$ cat src/design/fcw_ceil_div.sv
// Bit-serial restoring divider that returns the rounded-up quotient.
`default_nettype none
module fcw_ceil_div #(
	parameter int DW = 18,
	parameter int VW = 13
) (
	input  wire logic          clk,
	input  wire logic          arst_n,
	input  wire logic          go,
	input  wire logic [DW-1:0] dividend,
	input  wire logic [VW-1:0] divisor,
	output logic               done,
	output logic      [DW-1:0] ceil_quo
);

	localparam int CNT_W = $clog2(DW + 1);

	logic [DW-1:0]    quo_q;
	logic [VW-1:0]    rem_q;
	logic [VW-1:0]    dsr_q;
	logic [CNT_W-1:0] cnt_q;
	logic             run_q;
	logic [VW:0]      trial;
	logic             fits;

	assign trial = {rem_q, quo_q[DW-1]};
	assign fits  = trial >= {1'b0, dsr_q};

	always_ff @(posedge clk or negedge arst_n) begin
		if (!arst_n) begin
			run_q <= 1'b0;
			done  <= 1'b0;
			cnt_q <= '0;
		end else begin
			done <= 1'b0;
			if (go) begin
				run_q <= 1'b1;
				cnt_q <= CNT_W'(DW);
			end else if (run_q) begin
				cnt_q <= cnt_q - 1'b1;
				if (cnt_q == CNT_W'(1)) begin
					run_q <= 1'b0;
					done  <= 1'b1;
				end
			end
		end
	end

	always_ff @(posedge clk) begin
		if (go) begin
			quo_q <= dividend;
			rem_q <= '0;
			dsr_q <= divisor;
		end else if (run_q) begin
			if (fits) begin
				rem_q <= VW'(trial - {1'b0, dsr_q});
				quo_q <= {quo_q[DW-2:0], 1'b1};
			end else begin
				rem_q <= trial[VW-1:0];
				quo_q <= {quo_q[DW-2:0], 1'b0};
			end
		end
	end

	// A zero divisor gives a zero quotient.
	assign ceil_quo = (dsr_q == '0) ? '0 : quo_q + DW'(rem_q != '0);

endmodule
`default_nettype wire

$ cat config.mk
export PLATFORM = sky130hd
export DESIGN_NAME = fcw_ceil_div
export DESIGN_NICKNAME = d
export VERILOG_FILES = /design/src/design/fcw_ceil_div.sv
export SDC_FILE = /design/constraint.sdc
export NUM_CORES = 1
export LEC_CHECK = 0
export BUFFER_PORTS_ARGS = -buffer_cell sky130_fd_sc_hd__buf_2
export CORE_UTILIZATION = 51
export DETAILED_ROUTE_END_ITERATION = 12
export PLACE_DENSITY = 0.76
export SLEW_MARGIN = 25
export SYNTH_ARGS = -nofsm -noshare
export SYNTH_HDL_FRONTEND = slang
export SYNTH_SLANG_ARGS = --single-unit
$ cat constraint.sdc
create_clock -name clk -period 2.47 [get_ports clk]
set_clock_uncertainty 0.2 [all_clocks]
set_input_delay 0.1235 -clock clk [delete_from_list [all_inputs] [get_ports clk]]
set_output_delay 0.1235 -clock clk [all_outputs]
set_load 0.05 [all_outputs]
; ---- Word-level counts from Yosys, hierarchy flattened
; Cells that the tools add are included.
[word_totals]
in_bits = 34
elab_cells = 27
output_inout_bits = 19
reg_bits = 51
[op_classes]
reduce_logical = 3
add_sub_neg = 3
order_cmp = 1
n_mux = 13
eq_ne = 1
[op_table]
columns = op, n
row1 = $mux W18, 3
row2 = $add A18 B1 Y18, 1
row3 = $ge A14 B13 Y1, 1
row4 = $logic_not A13 Y1, 1
row5 = $mux W13, 1
row6 = $reduce_bool A13 Y1, 1
row7 = $sub A13 B13 Y13, 1
row8 = $mux W5, 2
row9 = $mux W1, 7
row10 = $eq A5 B1 Y1 const B, 1
row11 = $sub A5 B1 Y5 const B, 1
row12 = $reduce_bool A2 Y1, 1

; ---- Logic depth before layout (Yosys ltp)
[depth]
depth_word = 4
depth_mapped = 11
mapped_depth_nobuf = 10

; ---- Least setup slack after synthesis
; OpenSTA, ideal clock, no wires.
[synth_timing]
path_kind = reg-to-output
from = reg rem_q[0]
to = out ceil_quo[17]
path_stages_with_launch = 9
path_slack_ns = -0.257
arrival_ns = 2.403
required_time_ns = 2.146
path_buffers = 0
cell_sequence = dfxtp_1 > nor4_1 > nand4_1 > ha_1 > nand4_1 > nor2_1 > nand4_1 > or3_1 > a21oi_1
[synth_via]
elab_chain_cells = 3
[synth_lines]
columns = element, line
row1 = start: declaration, 19  ; logic [VW-1:0] rem_q;
row2 = start signal: assignment, 56  ; rem_q <= VW'(trial - {1'b0, dsr_q});
row3 = start signal: assignment, 59  ; rem_q <= trial[VW-1:0];
row4 = $reduce_bool A13 Y1, 66  ; assign ceil_quo = (dsr_q == '0) ? '0 : quo_q + DW'(rem_q != '0);
row5 = $add A18 B1 Y18, 66
row6 = $mux W18, 66
row7 = end: declaration, 13  ; output logic [DW-1:0] ceil_quo
; Every way passes these cells.

; ---- Worst setup path after layout
[layout_timing]
from = reg quo_q[17]
to = reg rem_q[6]
[layout_via]
elab_chain_cells = 2
word_cells_on_any_way = 3
classes_between = 1 x add/sub / 1 x order compare / 1 x mux
[layout_lines]
columns = element, line
row1 = start: declaration, 18  ; logic [DW-1:0] quo_q;
row2 = start signal: assignment, 51  ; quo_q <= dividend;
row3 = start signal: assignment, 57  ; quo_q <= {quo_q[DW-2:0], 1'b1};
row4 = start signal: assignment, 60  ; quo_q <= {quo_q[DW-2:0], 1'b0};
row5 = $sub A13 B13 Y13 / $ge A14 B13 Y1 (equally long branches), "56, 27"
row6 = $mux W13 *, 55  ; if (fits) begin
; Every way passes the cells marked *; elsewhere a longest branch is shown, timed or not.
; A chain may end at the register's enable or synchronous reset.

==> reports/qor_table.md <==
| Group | Quantity | Value |
| --- | --- | --- |
| run | Count of maximum capacitance violations | 0 |
| floorplan | Die outline area | 0.00667 mm^2 |
| routing | Initial DRC Count | 218 |
| floorplan | Chip width | 81.7 um |
| critical path | Critical Path Most Common Cell | sky130_fd_sc_hd__inv_2 |
| synthesis | Sequential fraction of the synthesis area | 42.2% |
| routing | Mean routed wirelength per cell | 16.1 um |
| synthesis | EDFF count, synth | 31 |
| routing | Number of nets with antenna violations after routing | 0 |
| final layout | Post-layout instance count excluding filler cells | 524 |
| clocking | TritonCTS clock tree | built |
| final layout | Combined area of the multi-input logic cells | 0.00190 mm^2 |
| critical path | Worst R2R Setup Slack | -0.16 ns |
| outcome | Outcome | complete, but fails checks |
| routing | Post-route DRC violation count | 0 |
| critical path | Stage delay of the slowest cell on the critical path | 0.41 ns |
| worst hold path | Worst hold path type | input port to register |
| timing | Min Clock Period, post-route | 2.63 ns |
| synthesis | Synthesized netlist net count | 369 |
| routing | Average vias per placed instance | 5.53 |
| outcome | Violated checks | negative setup slack |
| routing | Final wirelength | 8410 um |
| global routing | Overflow left after global routing | 0 |
| floorplan | Effective utilization at floorplan | 53.7% |
| critical path | Data arrival at the endpoint of the critical path | 2.65 ns |
| timing | Final count of pins violating max slew | 0 |
| critical path | Cells traversed along the worst timing path | inv_2 -> ha_4 -> inv_2 -> fa_2 -> a21o_1 -> a221oi_2 -> or2_4 -> a21oi_4 -> buf_6 -> mux2i_1 -> a211oi_1 |
| final layout | Ratio of cells with drive above 1 in the final layout | 41.4% |
| clocking | Clock transition at path regs | 0.10 ns |
| floorplan | Chip height | 81.7 um |
| synthesis | Most common cell in the netlist | sky130_fd_sc_hd__nor2_1 |
| synthesis | Library cell occupying the most area in the post-synthesis netlist | sky130_fd_sc_hd__edfxtp_1 |
| critical path | Endpoint required time on the critical path | 2.50 ns |
| floorplan | Cell row count | 28 |
| routing | Detailed-route via count | 2897 |
| timing | Count of final setup violators | 21 |
| power and ir drop | IR Drop Worst-Case VDD | 0.400 mV |
| synthesis | Number of different library cells in the post-synthesis netlist | 59 |
| clocking | Clock network latency to the later pin of the worst-skew pair | 0.31 ns |
| global routing | Number of antenna violations at the first check in global routing | 0 |
| synthesis | Netlist area before placement | 0.00324 mm^2 |
| power and ir drop | Ratio of total power to cell area | 519 mW/mm^2 |
| placed design | Placer's final routability congestion estimate | 0.871 |
| global routing | GRT Util Overall | 24.4% |
| clocking | # H-tree levels | 2 |
| final layout | Sequential standard cell area | 0.00139 mm^2 |
| final layout | Fill count | 348 |
| synthesis | Area contributors post-synth | sky130_fd_sc_hd__edfxtp_1, sky130_fd_sc_hd__dfxtp_1, sky130_fd_sc_hd__ha_1 |
| final layout | Net count, final | 500 |
| synthesis | Mean post-synth cell area | 10.2 um^2 |
| routing | Pre-antenna DRT Iters | 5 |
| clocking | TritonCTS Sinks | 51 |
| power and ir drop | Leakage power | 1.98 nW |
| placed design | HPWL after detailed placement | 5340 um |
| critical path | CP Launch Type | register |
| placed design | Cell area after placement | 0.00387 mm^2 |
| synthesis | Fraction of post-synthesis cell area in the top cell type by area | 28.7% |
| timing | Achievable Freq | 381 MHz |
| clocking | CTS root buffer | sky130_fd_sc_hd__clkbuf_8 |
| clocking | Clock buffers created by TritonCTS | 5 |
| synthesis | Count of mapped cells out of synthesis | 317 |
| critical path | Sort of element at the end of the critical path | register |
| floorplan | Area of the core region | 0.00603 mm^2 |
| synthesis | Share of flip-flops with an asynchronous set or reset after synthesis | 13.7% |
| critical path | Worst Path Max Fanout | 5 |
| timing | Crit path setup slack, layout | -0.157 ns |
| global routing | Vias in the first global route | 2711 |
| global routing | Pin count of the biggest net entering global routing | 28 |
| synthesis | Number of storage elements in the synthesis netlist | 51 |
| critical path | Kind of cell with the highest combined delay on the critical path | compound AO/OA/AOI/OAI gates |
| timing | Worst Tran Pin Value | 0.498 ns |
| final layout | Relative area change from synthesis to final layout | 43.6% |
| placed design | Total instance count after detailed placement | 472 |
| timing | Max_slew headroom | 66.8% |
| global routing | Global-route wire length before repair | 12300 um |
| timing | Endpoints failing hold | 0 |
| timing | Post-route clock period utilization | 106% |
| critical path | Buffers plus inverters on the worst setup path | 3 |
| floorplan | Number of top-level design ports | 53 |
| synthesis | Yosys warning total | 0 |
| timing | RSZ-0062 raised after global routing | true |
| clocking | Longest Clk Path Bufs | 2 |
| final layout | Antenna diodes | 0 |
| synthesis | Most common flop cell mapped by yosys | sky130_fd_sc_hd__edfxtp_1 |
| critical path | Classification of the worst setup path | register to register |
| placed design | Count of input and output buffers | 52 |
| synthesis | Most frequent cells after synthesis | sky130_fd_sc_hd__nor2_1, sky130_fd_sc_hd__edfxtp_1, sky130_fd_sc_hd__inv_1 |
| final layout | Total non-filler cell area in the finished layout | 0.00465 mm^2 |
| critical path | Max stage delay cell, worst path | sky130_fd_sc_hd__edfxtp_1 |
[power breakdown]
group          internal [mW]  leakage [nW]  switching [mW]
Clock                  0.293        0.0600           0.291
Combinational          0.347          1.40           0.425
Sequential             0.983         0.515          0.0747
Total                   1.62          1.98           0.791
[repair_timing]
action	in CTS	in global routing
resized for setup	51	32
endpoints found under the hold margin	38	0
pin swaps	21	22
setup endpoints to repair	26	30
cloned	1	0
hold buffers	33	0
setup buffers	12	2
[cell usage in the layout (no fill, tap or decap), drive strengths merged, types with 2 or more instances in the layout]
cell type,n
o21a,2
inv,21
a21boi,2
o21ai,8
edfxtp,31
ha,17
mux2,19
mux2i,10
nand4,9
buf,101
dfxtp,13
clkbuf,7
nand2,15
nor2,43
xnor2,14
nand2b,6
a21o,7
nor4,4
dlygate4sd3,33
and3,4
nor3,4
nand3,8
or2,2
nor2b,2
xor2,13
dfrtp,7
nand3b,2
a211oi,12
a21oi,11
or3,2
a221oi,2
[sequential cells by signal (all words and copies together) (netlist names)]
register / count
dsr_q: 13
run_q: 1
rem_q: 13
quo_q: 18
cnt_q: 5
done: 1
[logic make-up (layout without fill, tap and decap cells)]
family / count (synthesis) / in the layout / synth area share (%)
mux: 29 / 29 / 9.81
fa+ha+maj: 18 / 18 / 7.19
compound gates: 54 / 55 / 12.8
xor+xnor: 27 / 27 / 7.30
buf+inv: 31 / 162 / 4.02
flops: 51 / 51 / 42.2
simple gates: 107 / 107 / 16.7
[layout make-up]
cell class / count / share of cell area [%]
multi-input combinational: 236 / 40.9
sequential: 51 / 29.9
timing repair buffer: 134 / 23.1
clock buffer: 7 / 2.31
tap: 75 / 2.02
inverter: 20 / 1.61
clock inverter: 1 / 0.188
[through the flow]
stage | setup TNS [ns] | hold slack [ns] | total power, mW | worst slack [ns] | utilization, %
after detailed placement | -0.763 | -0.236 | 1.71 | -0.109 | 64.2
after global placement | -0.129 | -0.240 | 1.69 | -0.0438 | 64.2
final | -1.79 | 0.0899 | 2.41 | -0.157 | 77.2
after global routing | -4.30 | 0.112 | 2.51 | -0.250 | 77.2
after CTS | -1.11 | 0.0643 | 2.37 | -0.156 | 75.5
after floorplan | -0.464 | -0.372 | 1.50 | -0.163 | -
[final timing paths]
kind | startpoint | end | cells after the start
worst max-delay path | quo_q[17] | rem_q[6] | 11
worst min-delay path | go | rem_q[0] | 2
worst max register to register | quo_q[17] | rem_q[6] | 11
worst min register to register | cnt_q[4] | cnt_q[4] | 2
max in group asynchronous | arst_n | run_q | 3
min in group asynchronous | arst_n | cnt_q[1] | 3
[routing by layer]
layer	global-route usage, %	vias to the layer above	wire length (um)
met5	0	-	0
met4	6.49	0	106
met3	4.00	11	397
met2	43.7	94	4250
met1	30.3	1373	3660
li1	-	1419	-
Power figures use the tool's default switching activity.
